===== src/sv/bpjq_pkg.sv =====
// Shared types and constants for the bounded priority job queue.
// No dependencies; every other file in this folder imports this package.
package bpjq_pkg;

	localparam int DEPTH  = 8;
	localparam int IDX_W  = $clog2(DEPTH);
	localparam int CNT_W  = $clog2(DEPTH + 1);
	localparam int TAG_W  = 16;
	localparam int PRIO_W = 2;

	typedef enum logic {
		ACTION_INSERT = 1'b0,
		ACTION_REMOVE = 1'b1
	} action_t;

	typedef enum logic [1:0] {
		STATUS_DONE      = 2'd0,
		STATUS_OVERFLOW  = 2'd1,
		STATUS_UNDERFLOW = 2'd2
	} status_t;

	typedef enum logic [1:0] {
		ST_IDLE,
		ST_INSERT,
		ST_REMOVE
	} state_t;

	// Commands from the controller to the datapath.
	typedef struct packed {
		logic    load;
		logic    ins_step;
		logic    rem_step;
		logic    emit;
		logic    emit_tag;
		status_t code;
	} bpjq_cmd_t;

	// Status from the datapath back to the controller.
	typedef struct packed {
		logic full;
		logic empty;
		logic ins_final;
		logic rem_final;
	} bpjq_sts_t;

endpackage


===== src/sv/bounded_priority_job_queue_unit.sv =====
// Top level of the bounded priority job queue.
// Depends on bpjq_pkg, bpjq_ctrl and bpjq_dp.

// A request is taken at a rising edge where start is high and busy is low; it
// either inserts a job (tag and priority, lower priority value served first,
// first in first out among equal priorities) or removes the most urgent job.
// Every request gives exactly one result, shown for a single cycle with done
// high; the receiver cannot stall, so it must capture the result in that cycle.
// A rejected request (insert while full, remove while empty) answers in the cycle
// after it is taken and never raises busy. A successful insert keeps busy high
// while it moves each queued job less urgent than the new one up a slot and
// then writes the new job; a successful remove keeps busy high while it walks
// every job that was queued before the remove, moving each one behind the head
// down a slot. The result appears in the first cycle with busy low again. The
// slot store has one registered read port and one write port, so jobs move one
// slot a cycle.
module bounded_priority_job_queue_unit (
	input  logic                         clk,
	input  logic                         arst_n,
	input  logic                         start,
	output logic                         busy,
	input  logic                         action,
	input  logic [bpjq_pkg::TAG_W-1:0]   job_tag,
	input  logic [bpjq_pkg::PRIO_W-1:0]  job_priority,
	output logic                         done,
	output logic [1:0]                   status,
	output logic [bpjq_pkg::TAG_W-1:0]   out_tag,
	output logic [bpjq_pkg::PRIO_W-1:0]  out_priority,
	output logic                         is_empty,
	output logic                         is_full
);
	import bpjq_pkg::*;

	bpjq_cmd_t cmd;
	bpjq_sts_t sts;

	// The controller sequences the slot walk; the datapath owns all storage.
	bpjq_ctrl u_ctrl (
		.clk    (clk),
		.arst_n (arst_n),
		.start  (start),
		.action (action),
		.sts    (sts),
		.cmd    (cmd),
		.busy   (busy)
	);

	bpjq_dp u_dp (
		.clk          (clk),
		.arst_n       (arst_n),
		.cmd          (cmd),
		.sts          (sts),
		.action       (action),
		.job_tag      (job_tag),
		.job_priority (job_priority),
		.done         (done),
		.status       (status),
		.out_tag      (out_tag),
		.out_priority (out_priority),
		.is_empty     (is_empty),
		.is_full      (is_full)
	);

	// A result is only ever shown once the walk has finished.
	a_done_not_busy: assert property (@(posedge clk) disable iff (!arst_n)
		done |-> !busy)
		else $error("result shown while a request is still in progress");

	// An overflow can only be reported for a full queue.
	a_overflow_full: assert property (@(posedge clk) disable iff (!arst_n)
		(done && status == STATUS_OVERFLOW) |-> is_full)
		else $error("overflow reported on a queue that is not full");

	// An underflow can only be reported for an empty queue.
	a_underflow_empty: assert property (@(posedge clk) disable iff (!arst_n)
		(done && status == STATUS_UNDERFLOW) |-> is_empty)
		else $error("underflow reported on a queue that is not empty");

	// A rejected request carries no job.
	a_reject_no_job: assert property (@(posedge clk) disable iff (!arst_n)
		(done && status != STATUS_DONE) |-> (out_tag == '0 && out_priority == '0))
		else $error("rejected request returned a job");

endmodule


===== src/sv/bpjq_ctrl.sv =====
// Controller state machine of the bounded priority job queue.
// Depends on bpjq_pkg; drives the datapath only through command and status structs.
module bpjq_ctrl (
	input  logic               clk,
	input  logic               arst_n,
	input  logic               start,
	input  logic               action,
	input  bpjq_pkg::bpjq_sts_t sts,
	output bpjq_pkg::bpjq_cmd_t cmd,
	output logic               busy
);
	import bpjq_pkg::*;

	state_t state_q;
	state_t state_nx;

	always_ff @(posedge clk or negedge arst_n) begin
		if (!arst_n) begin
			state_q <= ST_IDLE;
		end else begin
			state_q <= state_nx;
		end
	end

	always_comb begin
		state_nx = state_q;
		case (state_q)
			ST_IDLE: begin
				if (start) begin
					if (action == ACTION_INSERT) begin
						if (!sts.full) begin
							state_nx = ST_INSERT;
						end
					end else if (!sts.empty) begin
						state_nx = ST_REMOVE;
					end
				end
			end
			ST_INSERT: begin
				if (sts.ins_final) begin
					state_nx = ST_IDLE;
				end
			end
			ST_REMOVE: begin
				if (sts.rem_final) begin
					state_nx = ST_IDLE;
				end
			end
			default: begin
				state_nx = ST_IDLE;
			end
		endcase
	end

	always_comb begin
		cmd          = '0;
		cmd.code     = STATUS_DONE;
		busy         = 1'b1;
		case (state_q)
			ST_IDLE: begin
				busy     = 1'b0;
				cmd.load = start;
				// Rejected requests answer at once without leaving idle.
				if (start && action == ACTION_INSERT && sts.full) begin
					cmd.emit = 1'b1;
					cmd.code = STATUS_OVERFLOW;
				end else if (start && action == ACTION_REMOVE && sts.empty) begin
					cmd.emit = 1'b1;
					cmd.code = STATUS_UNDERFLOW;
				end
			end
			ST_INSERT: begin
				cmd.ins_step = 1'b1;
				cmd.emit     = sts.ins_final;
			end
			ST_REMOVE: begin
				cmd.rem_step = 1'b1;
				cmd.emit     = sts.rem_final;
				cmd.emit_tag = 1'b1;
			end
			default: begin
				busy = 1'b1;
			end
		endcase
	end

endmodule


===== src/sv/bpjq_dp.sv =====
// Datapath of the bounded priority job queue: slot storage, walk cursor,
// entry count and result registers. Depends on bpjq_pkg.
module bpjq_dp (
	input  logic                         clk,
	input  logic                         arst_n,
	input  bpjq_pkg::bpjq_cmd_t          cmd,
	output bpjq_pkg::bpjq_sts_t          sts,
	input  logic                         action,
	input  logic [bpjq_pkg::TAG_W-1:0]   job_tag,
	input  logic [bpjq_pkg::PRIO_W-1:0]  job_priority,
	output logic                         done,
	output logic [1:0]                   status,
	output logic [bpjq_pkg::TAG_W-1:0]   out_tag,
	output logic [bpjq_pkg::PRIO_W-1:0]  out_priority,
	output logic                         is_empty,
	output logic                         is_full
);
	import bpjq_pkg::*;

	logic [TAG_W-1:0]  slot_tags   [DEPTH];
	logic [PRIO_W-1:0] slot_prios  [DEPTH];

	logic [CNT_W-1:0]  count_q;
	logic [CNT_W-1:0]  count_nx;
	logic [CNT_W-1:0]  cur_q;
	logic [CNT_W-1:0]  cur_dec;
	logic [TAG_W-1:0]  tag_q;
	logic [PRIO_W-1:0] prio_q;
	logic [TAG_W-1:0]  head_tag_q;
	logic [PRIO_W-1:0] head_prio_q;

	logic [CNT_W-1:0]  pf_cnt;
	logic [IDX_W-1:0]  pf_idx;
	logic [IDX_W-1:0]  wr_idx;
	logic [TAG_W-1:0]  rd_tag_q;
	logic [PRIO_W-1:0] rd_prio_q;
	logic [TAG_W-1:0]  wr_tag;
	logic [PRIO_W-1:0] wr_prio;
	logic              shift_up;
	logic              wr_en;

	logic              done_q;
	status_t           status_q;
	logic [TAG_W-1:0]  out_tag_q;
	logic [PRIO_W-1:0] out_prio_q;
	logic              empty_q;
	logic              full_q;

	assign cur_dec = cur_q - CNT_W'(1);

	// The store is read through a register, so the slot that the next step
	// needs is addressed while the current step runs. Insert looks one slot below the
	// cursor, remove looks at it.
	always_comb begin
		if (cmd.load) begin
			pf_cnt = (action == ACTION_INSERT) ? (count_q - CNT_W'(1)) : CNT_W'(1);
		end else if (cmd.ins_step) begin
			pf_cnt = cur_q - CNT_W'(2);
		end else begin
			pf_cnt = cur_q + CNT_W'(1);
		end
	end

	assign pf_idx = pf_cnt[IDX_W-1:0];

	assign shift_up = (cur_q != '0) && (rd_prio_q > prio_q);

	assign sts.full      = (count_q == CNT_W'(DEPTH));
	assign sts.empty     = (count_q == '0);
	assign sts.ins_final = !shift_up;
	assign sts.rem_final = (cur_q >= count_q);

	always_comb begin
		wr_en   = 1'b0;
		wr_idx  = cur_q[IDX_W-1:0];
		wr_tag  = rd_tag_q;
		wr_prio = rd_prio_q;
		if (cmd.ins_step) begin
			wr_en = 1'b1;
			if (!shift_up) begin
				wr_tag  = tag_q;
				wr_prio = prio_q;
			end
		end else if (cmd.rem_step && !sts.rem_final) begin
			wr_en  = 1'b1;
			wr_idx = cur_dec[IDX_W-1:0];
		end
	end

	always_comb begin
		count_nx = count_q;
		if (cmd.ins_step && sts.ins_final) begin
			count_nx = count_q + CNT_W'(1);
		end else if (cmd.rem_step && sts.rem_final) begin
			count_nx = count_q - CNT_W'(1);
		end
	end

	always_ff @(posedge clk) begin
		if (wr_en) begin
			slot_tags[wr_idx]  <= wr_tag;
			slot_prios[wr_idx] <= wr_prio;
		end
	end

	always_ff @(posedge clk) begin
		rd_tag_q  <= slot_tags[pf_idx];
		rd_prio_q <= slot_prios[pf_idx];
	end

	always_ff @(posedge clk) begin
		if (cmd.load) begin
			tag_q       <= job_tag;
			prio_q      <= job_priority;
			head_tag_q  <= slot_tags[0];
			head_prio_q <= slot_prios[0];
			cur_q       <= (action == ACTION_INSERT) ? count_q : CNT_W'(1);
		end else if (cmd.ins_step) begin
			cur_q <= cur_dec;
		end else if (cmd.rem_step) begin
			cur_q <= cur_q + CNT_W'(1);
		end
		if (cmd.emit) begin
			status_q   <= cmd.code;
			out_tag_q  <= cmd.emit_tag ? head_tag_q : '0;
			out_prio_q <= cmd.emit_tag ? head_prio_q : '0;
			empty_q    <= (count_nx == '0);
			full_q     <= (count_nx == CNT_W'(DEPTH));
		end
	end

	always_ff @(posedge clk or negedge arst_n) begin
		if (!arst_n) begin
			count_q <= '0;
			done_q  <= 1'b0;
		end else begin
			count_q <= count_nx;
			done_q  <= cmd.emit;
		end
	end

	assign done         = done_q;
	assign status       = status_q;
	assign out_tag      = out_tag_q;
	assign out_priority = out_prio_q;
	assign is_empty     = empty_q;
	assign is_full      = full_q;

endmodule


===== config.mk =====
export PLATFORM = sky130hd
export DESIGN_NAME = bounded_priority_job_queue_unit
export DESIGN_NICKNAME = d
export VERILOG_FILES = /design/src/sv/bpjq_pkg.sv /design/src/sv/bounded_priority_job_queue_unit.sv /design/src/sv/bpjq_ctrl.sv /design/src/sv/bpjq_dp.sv
export SDC_FILE = /design/constraint.sdc
export NUM_CORES = 1
export LEC_CHECK = 0
export BUFFER_PORTS_ARGS = -buffer_cell sky130_fd_sc_hd__buf_4
export CAP_MARGIN = 20
export CORE_MARGIN = 2
export CORE_UTILIZATION = 55
export CTS_CLUSTER_SIZE = 16
export DETAILED_ROUTE_END_ITERATION = 12
export GPL_ROUTABILITY_DRIVEN = 0
export PLACE_DENSITY = 0.85
export SYNTH_ARGS = -nofsm -noshare
export SYNTH_HDL_FRONTEND = slang
export SYNTH_SLANG_ARGS = --single-unit

===== constraint.sdc =====
create_clock -name clk -period 4.6 [get_ports clk]
set_input_delay 0.92 -clock clk [delete_from_list [all_inputs] [get_ports clk]]
set_output_delay 0.92 -clock clk [all_outputs]
set_load 0.02 [all_outputs]

==> results of run 1 <==
## routing by layer
metal / GRT usage / up-vias / share of wire
li1: - / 2174 / -
met1: 0.284 / 2494 / 0.40
met2: 0.375 / 204 / 0.52
met3: 0.0310 / 46 / 0.050
met4: 0.0813 / 0 / 0.026
met5: 0 / - / 0
## power by group through the flow
stage                     combinational, mW  sequential (mW)  clock (mW)
after floorplan                        2.41             3.66           0
after global placement                 3.34             3.57           0
after detailed placement               3.49             3.61           0
after CTS                              3.55             3.58        2.13
after global routing                   3.83             3.63        2.21
final                                  3.55             3.58        2.10
## cells in the mapped netlist, types with 7 or more instances
cell                       number
sky130_fd_sc_hd__mux2_2        18
sky130_fd_sc_hd__nor3_1         8
sky130_fd_sc_hd__mux4_2        36
sky130_fd_sc_hd__buf_2          8
sky130_fd_sc_hd__o211ai_1       8
sky130_fd_sc_hd__nand3_1        7
sky130_fd_sc_hd__a21oi_1       12
sky130_fd_sc_hd__dfrtp_1        7
sky130_fd_sc_hd__edfxtp_1     206
sky130_fd_sc_hd__nand2_1       62
sky130_fd_sc_hd__dfxtp_1       18
sky130_fd_sc_hd__inv_1         19
sky130_fd_sc_hd__ha_1          21
sky130_fd_sc_hd__and2_1        19
## path summary, 6_finish.rpt
| check | end | slack, ns | cells past startpoint |
|---|---|---|---|
| max | u_dp.rd_tag_q[9]$_DFF_P_ | 1.21 | 8 |
| min | u_dp.count_q[0]$_DFF_PN0_ | 0.21 | 1 |
| max reg2reg | u_dp.rd_tag_q[9]$_DFF_P_ | 1.21 | 8 |
| min reg2reg | u_dp.head_tag_q[6]$_DFFE_PP_ | 0.46 | 0 |
| max in group asynchronous | u_dp.done$_DFF_PN0_ | 4.27 | 1 |
| min in group clk | u_dp.head_tag_q[6]$_DFFE_PP_ | 0.46 | 0 |
## flip-flops by register name, summed over array words and instances (netlist names)
signal and count:
u_dp.slot_tags 128, u_dp.head_tag_q 16, u_dp.out_tag 16, u_dp.rd_tag_q 16
u_dp.slot_prios 16, u_dp.tag_q 16, u_dp.count_q 4, u_dp.cur_q 4
u_ctrl.state_q 2, u_dp.head_prio_q 2, u_dp.out_priority 2, u_dp.prio_q 2
u_dp.rd_prio_q 2, u_dp.status 2, u_dp.done 1, u_dp.is_empty 1
u_dp.is_full 1
## kinds of logic (layout without fill, tap and decap cells)
family | after synthesis | count (layout) | synth area share
multiplexers | 60 | 60 | 0.115
XOR/XNOR | 7 | 7 | 0.00660
AND/OR/NAND/NOR | 125 | 125 | 0.0693
buffers and inverters | 38 | 125 | 0.0192
adder cells (fa/ha/maj) | 21 | 21 | 0.0283
flip-flops | 231 | 231 | 0.723
AO/OA/AOI/OAI | 45 | 45 | 0.0381
## cell type report
class,count,share of cell area
Sequential cell,231,0.620
Multi-Input combinational cell,258,0.225
Clock buffer,28,0.0587
Timing Repair Buffer,60,0.0415
Tap cell,220,0.0254
Clock inverter,16,0.0220
Inverter,21,0.00727
## critical path: stages (launching register included)
cell	delay (ns)
sky130_fd_sc_hd__dfrtp_1	0.41
sky130_fd_sc_hd__inv_1	0.12
sky130_fd_sc_hd__ha_1	0.55
sky130_fd_sc_hd__inv_1	0.19
sky130_fd_sc_hd__ha_1	0.37
sky130_fd_sc_hd__a21oi_4	0.12
sky130_fd_sc_hd__buf_4	0.60
sky130_fd_sc_hd__mux4_2	0.61
sky130_fd_sc_hd__mux2_2	0.29
==> results.txt, run 1 <==
----------------------------------------------------
[Placed design]
  HPWL after detailed placement ... 10500 µm
  Placed Instances ... 790
  PortBufs ... 45
  Cell area after placement ... 9970 µm²
  Worst-case setup slack after placement ... 1.22 ns

[Clock tree]
  Max Root-Sink Buffers ... 3
  CTS Root Cell ... sky130_fd_sc_hd__clkbuf_16
  Resize count post-CTS ... 0
  Post-CTS setup-driven buffer insertion count ... 0
  # clock sinks ... 231
  Clock transition time at the flip-flop clock pins of the worst setup and hold paths ... 0.06 ns
  Number of buffers created by CTS ... 24
  Clock latency of the later-clocked register in the worst-skew pair ... 0.51 ns
  Clock tree from TritonCTS ... done
  Hold bufs inserted after CTS ... 0
  CTS H-tree lvls ... 1

[STA]
  Hold Slack ... 0.211 ns
  Max Clock Freq ... 295 MHz
  Final number of hold-violating endpoints ... 0
  Share of the clock period used by the worst path ... 0.738
  Setup repair after global routing missed its margin ... no
  Post-route setup TNS ... 0 ns
  Post-route setup slack ... 1.21 ns
  Minimum clock period ... 3.39 ns
  Slew Limit Fails ... 0
  Setup skew after layout ... 0.00936 ns
  Worst Tran Pin Value ... 0.875 ns
  Headroom to the max-slew limit ... 0.417
  Total of endpoints with negative setup slack in the final report ... 0

[Floorplanning]
  Area inside the core boundary ... 16500 µm²
  Ports ... 46
  Total die area ... 18000 µm²
  Die span in x ... 134 µm
  Die extent in y ... 134 µm
  Number of cell rows ... 47
  Starting density of the core ... 0.563

[Logic synthesis]
  Cell types with the largest area share after synthesis ... sky130_fd_sc_hd__edfxtp_1, sky130_fd_sc_hd__mux4_2, sky130_fd_sc_hd__dfxtp_1
  Post-synth EDFFs ... 206
  Number of nets in the synthesized netlist ... 570
  Area share of the largest cell type after synthesis ... 0.665
  Area of the mapped netlist ... 9300 µm²
  Synthesized netlist cell count ... 527
  Number of warnings issued by yosys ... 0
  Cell type with the largest total area after synthesis ... sky130_fd_sc_hd__edfxtp_1
  Proportion of synthesized chip area in sequential cells ... 0.723
  Number of unique standard cell types used by synthesis ... 53
  Ys async rst share ... 0.0303
  Mean cell area of the mapped netlist ... 17.6 µm²
  Register bit count reported by yosys ... 231
  Prevailing post-synth register cell ... sky130_fd_sc_hd__edfxtp_1

[Critical path]
  Reg2reg start ... u_ctrl.state_q[1]$_DFFE_PN0P_
  Type of the setup path with the least slack ... flip-flop to flip-flop
  Worst EP arrival ... 3.79 ns
  Kind of end point of the critical path ... flip-flop
  First element of the critical path ... u_ctrl.state_q[1]$_DFFE_PN0P_
  Crit path max fanout ... 36
  Data required time at the worst endpoint ... 5.00 ns
  Type of origin of the critical path ... flip-flop

[Power]
  PwrDens ... 852 nW/µm²
  Static leakage ... 3.89 nW
  Int Power ... 6.12 mW
  Switching power share of the total ... 0.338
  Final Power ... 9.24 mW
  Power share of the clock group ... 0.228
  Sequential Power Share ... 0.388
  Switching power ... 3.12 mW
  Worst voltage drop across the vdd grid ... 0.467 mV
  Combinational group share of total power ... 0.384

[Final layout]
  Final Core Density ... 0.656
  Growth of design area from synthesis to finish ... 16.6%
  Finished Cell Area ... 10800 µm²
  Proportion of layout cells with a drive suffix above 1 ... 0.280
  Layout fillers ... 1059
  Inserted Diodes ... 0
  Post-layout net count ... 639
  Non-filler cells, final ... 834
  Area of combinational cells with multiple inputs ... 2440 µm²
  Most common cell after layout, fill and taps aside ... sky130_fd_sc_hd__edfxtp_1
  Commonest cells after routing, fill and taps aside ... sky130_fd_sc_hd__edfxtp_1, sky130_fd_sc_hd__nand2_1, sky130_fd_sc_hd__buf_4
  Sequential cell area ... 6720 µm²

[GRT]
  Pin count of the biggest net entering global routing ... 38
  Global-route wire length before repair ... 29200 µm
  Via count of the first global-routing pass ... 5157
  Initial antenna violation count ... 0
  GRT Resource Usage Total ... 0.217
  GRT Residual Overflow ... 0

[Drt]
  DR vias ... 4918
  DR DRC count ... 0
  WL/cell ... 22.4 µm
  Drt via density ... 5.90
  Post-route ant nets ... 0
  DRC marker count from the first detailed-route iteration ... 529
  Detailed-router iteration count before antenna repair ... 5
  Post-detailed-routing wire length ... 18700 µm

[Hold path]
  Hold WC Path Type ... input port to asynchronous set/reset pin

[Outcome]
  Result of the run ... finished clean

[Run]
  Maximum capacitance violations ... 0

----------------------------------------------------
Power figures use the tool's default switching activity.
==> inputs of run 2 (changes only) <==
ABC_AREA = 1   (was not set)
PLACE_DENSITY = 0.88   (was 0.85)
clock period = 3.05 ns   (was 4.6 ns; I/O delays follow)
==> run 2 against run 1 <==
  * Sequential cell count did not move
  * Clock skew rose by 0.0052 ns
  * Area after synthesis rose by 0.30%
  * Global-route usage rose by 1.4 points
  * Final area fell by 1.9%
==> results.txt, run 2 <==
----------------------------------------------------
[Outcome]
  Result of the run ... finished clean

[STA]
  Headroom to the max-slew limit ... 0.528
  Share of the clock period used by the worst path ... 0.923
  Setup repair after global routing missed its margin ... no
  Total of endpoints with negative setup slack in the final report ... 0
  Max Clock Freq ... 355 MHz
  Final number of hold-violating endpoints ... 0
  Worst Tran Pin Value ... 0.708 ns
  Setup skew after layout ... 0.0145 ns
  Hold Slack ... 0.272 ns
  Post-route setup TNS ... 0 ns
  Minimum clock period ... 2.81 ns
  Slew Limit Fails ... 0

[Logic synthesis]
  Post-synth EDFFs ... 206
  Synthesized netlist cell count ... 790
  Xor and xnor area share after synthesis ... 0.00470
  Dominant combinational cell family by area after synthesis ... simple AND/OR/NAND/NOR gates
  Mean cell area of the mapped netlist ... 11.8 µm²
  Ys async rst share ... 0.0303
  Fraction of the mapped netlist area in compound gates ... 0.0749
  Proportion of synthesized chip area in sequential cells ... 0.721
  Simple-gate share of the synthesized area ... 0.135
  Number of warnings issued by yosys ... 0
  Most frequent cells after synthesis ... sky130_fd_sc_hd__edfxtp_1, sky130_fd_sc_hd__nand2_1, sky130_fd_sc_hd__nor2_1
  Area share of the largest cell type after synthesis ... 0.663
  Cell type with the largest total area after synthesis ... sky130_fd_sc_hd__edfxtp_1
  Cell types with the largest area share after synthesis ... sky130_fd_sc_hd__edfxtp_1, sky130_fd_sc_hd__nand2_1, sky130_fd_sc_hd__nor2_1
  Number of nets in the synthesized netlist ... 833
  Register bit count reported by yosys ... 231
  Adder-cell area share of the yosys netlist ... 0.0282
  Prevailing post-synth register cell ... sky130_fd_sc_hd__edfxtp_1
  Share of synthesized area spent on multiplexers ... 0
  Area of the mapped netlist ... 9320 µm²
  Number of unique standard cell types used by synthesis ... 35
  Most frequent cell after synthesis ... sky130_fd_sc_hd__edfxtp_1

[Critical path]
  Crit-path leading delay family ... buffers and inverters
  Crit path max fanout ... 72
  Kind of end point of the critical path ... flip-flop
  Reg-to-reg endpoint ... u_dp.rd_tag_q[13]$_DFF_P_
  Buffers & Inverters on Critical Path ... 3
  Reg2reg start ... u_ctrl.state_q[1]$_DFFE_PN0P_
  Worst EP arrival ... 3.26 ns
  Critical-path cell list ... inv_1 > ha_1 > inv_2 > ha_1 > nand2_2 > nand2_4 > buf_4 > o21ai_0 > o21ai_1 > nand2_1 > nand2_1
  Delay of the slowest cell on the worst path ... 0.56 ns
  Worst Reg2Reg Path Length in Cells ... 11
  Slack of the worst reg-to-reg path ... 0.24 ns
  Crit. path cell count ... 11
  CP endpoint ... u_dp.rd_tag_q[13]$_DFF_P_
  Type of origin of the critical path ... flip-flop
  Data required time at the worst endpoint ... 3.50 ns
  Type of the setup path with the least slack ... flip-flop to flip-flop
  First element of the critical path ... u_ctrl.state_q[1]$_DFFE_PN0P_
  Master of the slowest instance on the critical path ... sky130_fd_sc_hd__buf_4

[Floorplanning]
  Die extent in y ... 134 µm
  Die span in x ... 134 µm
  Starting density of the core ... 0.562
  Number of cell rows ... 47
  Total die area ... 18000 µm²
  Ports ... 46
  Area inside the core boundary ... 16600 µm²

[Drt]
  Detailed-router iteration count before antenna repair ... 5
  Drt via density ... 5.76
  DR vias ... 6265
  Post-detailed-routing wire length ... 20700 µm
  DRC marker count from the first detailed-route iteration ... 896
  WL/cell ... 19.0 µm
  DR DRC count ... 0
  Post-route ant nets ... 0

[Final layout]
  Commonest cells after routing, fill and taps aside ... sky130_fd_sc_hd__edfxtp_1, sky130_fd_sc_hd__nand2_1, sky130_fd_sc_hd__nor2_1
  Finished Cell Area ... 10600 µm²
  Layout fillers ... 1088
  Most flops, register ... u_dp.slot_tags
  Most common cell after layout, fill and taps aside ... sky130_fd_sc_hd__edfxtp_1
  Post-layout net count ... 894
  Number of flip-flops in the largest register ... 128
  Proportion of layout cells with a drive suffix above 1 ... 0.126
  Growth of design area from synthesis to finish ... 14.1%
  Inserted Diodes ... 0

[Clock tree]
  Post-CTS setup-driven buffer insertion count ... 0
  Clock transition time at the flip-flop clock pins of the worst setup and hold paths ... 0.06 ns
  # clock sinks ... 231
  CTS H-tree lvls ... 1
  Number of buffers created by CTS ... 22
  Max Root-Sink Buffers ... 3
  Clock latency of the later-clocked register in the worst-skew pair ... 0.51 ns
  CTS Root Cell ... sky130_fd_sc_hd__clkbuf_16
  Clock tree from TritonCTS ... done

[GRT]
  Via count of the first global-routing pass ... 6114
  Initial antenna violation count ... 0
  Pin count of the biggest net entering global routing ... 73
  GRT Residual Overflow ... 0
  GRT Resource Usage Total ... 0.231
  Global-route wire length before repair ... 32300 µm

[Placed design]
  Cell area after placement ... 9940 µm²
  HPWL after detailed placement ... 12200 µm
  PortBufs ... 45

[Run]
  Maximum capacitance violations ... 0

[Hold path]
  Hold WC Path Type ... input port to flip-flop

----------------------------------------------------
-- run 2: layer usage --
metal / vias up / global-route usage / part of all wire
li1: 2822 / - / -
met1: 2946 / 0.313 / 0.37
met2: 415 / 0.387 / 0.49
met3: 82 / 0.0295 / 0.10
met4: 0 / 0.0877 / 0.038
met5: - / 0 / 0
-- run 2: logic make-up (layout without fill, tap and decap cells) --
group	after synthesis	after routing
adders and majority gates	21	21
xor gates and xnor gates	5	5
AOI/OAI and AO/OA	133	133
buffers and inverters	79	156
DFF	231	231
and+or+nand+nor	321	321
-- run 2: stage by stage --
stage / instances / worst slack (ns) / util
global placement: 1045 / 0.555 / 0.600
global route: 1087 / 0.0478 / 0.641
CTS: 1086 / 0.305 / 0.641
finish: 1087 / 0.236 / 0.641
detailed placement: 1045 / 0.363 / 0.600
floorplan: 790 / 0.105 / -
-- run 2: how the worst min path moves through the flow --
stage	from	endpoint	slack, ns	depth (start not counted)
floorplan	arst_n	u_ctrl.state_q[0]$_DFFE_PN0P_	0.31	0
global placement	arst_n	u_ctrl.state_q[0]$_DFFE_PN0P_	0.43	1
detailed placement	arst_n	u_ctrl.state_q[0]$_DFFE_PN0P_	0.43	1
CTS	job_tag[11]	u_dp.tag_q[11]$_DFFE_PP_	0.26	1
global route	job_tag[8]	u_dp.tag_q[8]$_DFFE_PP_	0.26	1
finish	job_tag[11]	u_dp.tag_q[11]$_DFFE_PP_	0.27	1
-- run 2: worst register-to-register path: cells and delay by family (launching register included) --
family,cells,cell delay [ns]
AND/OR/NAND/NOR,4,0.37
flip-flops,1,0.42
buffers and inverters,3,0.81
adder cells (fa/ha/maj),2,0.66
AO/OA/AOI/OAI,2,0.50
-- run 2: repair_timing --
item | in CTS | in global routing
resized for setup | 0 | 0
endpoints found under the hold margin | 7 | 0
setup endpoints to repair | 0 | 0
hold buffers | 1 | 0
-- run 2: cell type report --
| class | count | area [µm²] | share of cell area |
|---|---|---|---|
| Timing Repair Buffer | 67 | 515 | 0.0485 |
| Sequential cell | 231 | 6720 | 0.632 |
| Clock buffer | 31 | 594 | 0.0559 |
| Clock inverter | 9 | 83.8 | 0.00788 |
| Inverter | 49 | 186 | 0.0175 |
| Tap cell | 220 | 275 | 0.0259 |
| Multi-Input combinational cell | 480 | 2260 | 0.212 |
Power of run 2 is not shown: default switching activity piles up to over one toggle a cycle in this logic, so the estimate is an artifact.
==> inputs of run 3 (changes only) <==
ABC_AREA = not set   (was 1)
==> run 3 against run 2 <==
  * Non-clock buffer count unchanged
  * Critical path depth shrank 3
  * Register-to-register slack worse by 0.05 ns
  * Global-route usage fell by 0.79 points
  * Routed wire length decreased by 5.9%
  * Cell count down 23%
  * Final area increased by 2.7%
  * Maximum frequency down 1.8%
  * Utilization is 2.0 points higher
  * Setup slack got worse by 0.052 ns
==> results.txt, run 3 (synthesis results as in run 1) <==
----------------------------------------------------
[Floorplanning]
  Starting density of the core ... 0.563
  Area inside the core boundary ... 16500 µm²
  Number of cell rows ... 47
  Die span in x ... 134 µm
  Ports ... 46
  Die extent in y ... 134 µm
  Total die area ... 18000 µm²

[GRT]
  Pin count of the biggest net entering global routing ... 38
  Met1 Usage GRT ... 0.275
  GRT Resource Usage Total ... 0.223
  GRT Residual Overflow ... 0
  Global-route wire length before repair ... 29900 µm
  Initial antenna violation count ... 0
  Via count of the first global-routing pass ... 5262
  Most heavily used metal layer in global routing ... met2
  Fraction of met2 tracks used by global routing ... 0.395
  Global routing met3 resource utilization ... 0.0397

[STA]
  Setup repair after global routing missed its margin ... no
  Setup skew after layout ... 0.0157 ns
  Max Clock Freq ... 349 MHz
  Minimum clock period ... 2.87 ns
  Headroom to the max-slew limit ... 0.562
  Slew Limit Fails ... 0
  Total of endpoints with negative setup slack in the final report ... 0
  Final number of hold-violating endpoints ... 0
  Share of the clock period used by the worst path ... 0.940
  Post-route setup TNS ... 0 ns
  Worst Tran Pin Value ... 0.639 ns

[Drt]
  Post-detailed-routing wire length ... 19400 µm
  Post-route ant nets ... 0
  WL/cell ... 23.1 µm
  Drt via density ... 6.00
  DR vias ... 5042
  DR DRC count ... 0
  Detailed-router iteration count before antenna repair ... 4
  DRC marker count from the first detailed-route iteration ... 351

[Final layout]
  Post-layout net count ... 646
  Most common cell after layout, fill and taps aside ... sky130_fd_sc_hd__edfxtp_1
  Finished Cell Area ... 10900 µm²
  Number of flip-flops in the largest register ... 128
  Inserted Diodes ... 0
  Commonest cells after routing, fill and taps aside ... sky130_fd_sc_hd__edfxtp_1, sky130_fd_sc_hd__nand2_1, sky130_fd_sc_hd__buf_4
  Proportion of layout cells with a drive suffix above 1 ... 0.290
  Most flops, register ... u_dp.slot_tags
  Growth of design area from synthesis to finish ... 17.5%

[Critical path]
  Kind of end point of the critical path ... flip-flop
  Data required time at the worst endpoint ... 3.27 ns
  Worst EP arrival ... 3.08 ns
  Crit path max fanout ... 18
  Type of origin of the critical path ... flip-flop
  Type of the setup path with the least slack ... flip-flop to flip-flop

[Power]
  Static leakage ... 3.90 nW
  Final Power ... 13.9 mW
  Switching power share of the total ... 0.347
  Switching power ... 4.83 mW
  Int Power ... 9.07 mW
  Combinational group share of total power ... 0.411
  Worst voltage drop across the vdd grid ... 0.599 mV
  PwrDens ... 1270 nW/µm²
  Power share of the clock group ... 0.202
  Sequential Power Share ... 0.387

[Clock tree]
  Clock tree from TritonCTS ... done
  CTS H-tree lvls ... 1
  Number of buffers created by CTS ... 24
  Clock latency of the later-clocked register in the worst-skew pair ... 0.52 ns
  # clock sinks ... 231
  Clock transition time at the flip-flop clock pins of the worst setup and hold paths ... 0.06 ns
  Max Root-Sink Buffers ... 3
  CTS Root Cell ... sky130_fd_sc_hd__clkbuf_16

[Placed design]
  HPWL after detailed placement ... 11300 µm
  PortBufs ... 45
  Cell area after placement ... 10100 µm²

[Run]
  Maximum capacitance violations ... 0

[Hold path]
  Hold WC Path Type ... input port to flip-flop

[Outcome]
  Result of the run ... finished clean

----------------------------------------------------
[run 3: changes by cell type in the layout (fill, tap and decap cells not counted), moves of 19 or more]
cell / delta
sky130_fd_sc_hd__nor2_1: -119
sky130_fd_sc_hd__nand2_1: -113
sky130_fd_sc_hd__o21ai_0: -81
sky130_fd_sc_hd__mux4_2: +36
sky130_fd_sc_hd__o21ai_1: -34
sky130_fd_sc_hd__inv_1: -27
sky130_fd_sc_hd__and2_1: +19
[run 3: repair_timing]
item                                   in CTS  in global routing
resized for setup                           0                  1
endpoints found under the hold margin       7                  0
buffers inserted                            0                  0
hold buffers                                1                  0
setup endpoints to repair                   0                 76
[run 3: worst max-delay path: stages (launching register included)]
cell,delay (ns)
sky130_fd_sc_hd__edfxtp_1,0.46
sky130_fd_sc_hd__inv_1,0.22
sky130_fd_sc_hd__ha_1,0.27
sky130_fd_sc_hd__nor2b_1,0.16
sky130_fd_sc_hd__o21ai_1,0.17
sky130_fd_sc_hd__a211oi_4,0.43
sky130_fd_sc_hd__mux2i_1,0.32
sky130_fd_sc_hd__a21oi_2,0.30
sky130_fd_sc_hd__buf_12,0.22
[run 3: final cells by class]
cell class | count | area, µm²
inverter | 21 | 82.6
fill | 1076 | 5600
multi-input combinational | 258 | 2450
tap | 220 | 275
sequential | 231 | 6720
clock inverter | 14 | 131
timing repair buffer | 67 | 631
clock buffer | 30 | 633
[run 3: final timing paths]
| path | to | slack, ns | depth (start not counted) | startpoint |
|---|---|---|---|---|
| max in group asynchronous | u_dp.count_q[0]$_DFF_PN0_ | 2.48 | 2 | arst_n |
| min in group asynchronous | u_dp.count_q[3]$_DFF_PN0_ | 0.44 | 2 | arst_n |
| hold reg to reg | u_dp.head_tag_q[5]$_DFFE_PP_ | 0.46 | 0 | u_dp.slot_tags[0][5]$_DFFE_PP_ |
| setup / recovery | u_dp.slot_tags[3][0]$_DFFE_PP_ | 0.18 | 8 | u_dp.cur_q[0]$_DFFE_PP_ |
| setup reg to reg | u_dp.slot_tags[3][0]$_DFFE_PP_ | 0.18 | 8 | u_dp.cur_q[0]$_DFFE_PP_ |
| hold / removal | u_dp.tag_q[12]$_DFFE_PP_ | 0.26 | 1 | job_tag[12] |
[run 3: metal layers]
layer  part of all wire  wire length [µm]
met3              0.060              1170
met5                  0                 0
met1               0.38              7460
met2               0.53             10200
met4              0.031               595
[run 3: through the flow]
stage / instances / hold WS (ns) / worst slack (ns) / util
CTS: 841 / 0.248 / 0.172 / 0.660
floorplan: 527 / 0.314 / 0.0643 / -
global route: 841 / 0.249 / 0.0782 / 0.661
finish: 841 / 0.262 / 0.184 / 0.661
detailed placement: 796 / 0.429 / 0.266 / 0.614
global placement: 796 / 0.428 / 0.445 / 0.614
[run 3: power by group through the flow]
stage          sequential (mW)  combinational [mW]  clock (mW)
2_1_floorplan             5.52                3.65           0
3_3_place_gp              5.35                5.29           0
3_5_place_dp              5.42                5.57           0
4_1_cts                   5.37                5.70        2.85
5_1_grt                   5.43                6.14        2.96
6_report                  5.37                5.71        2.81
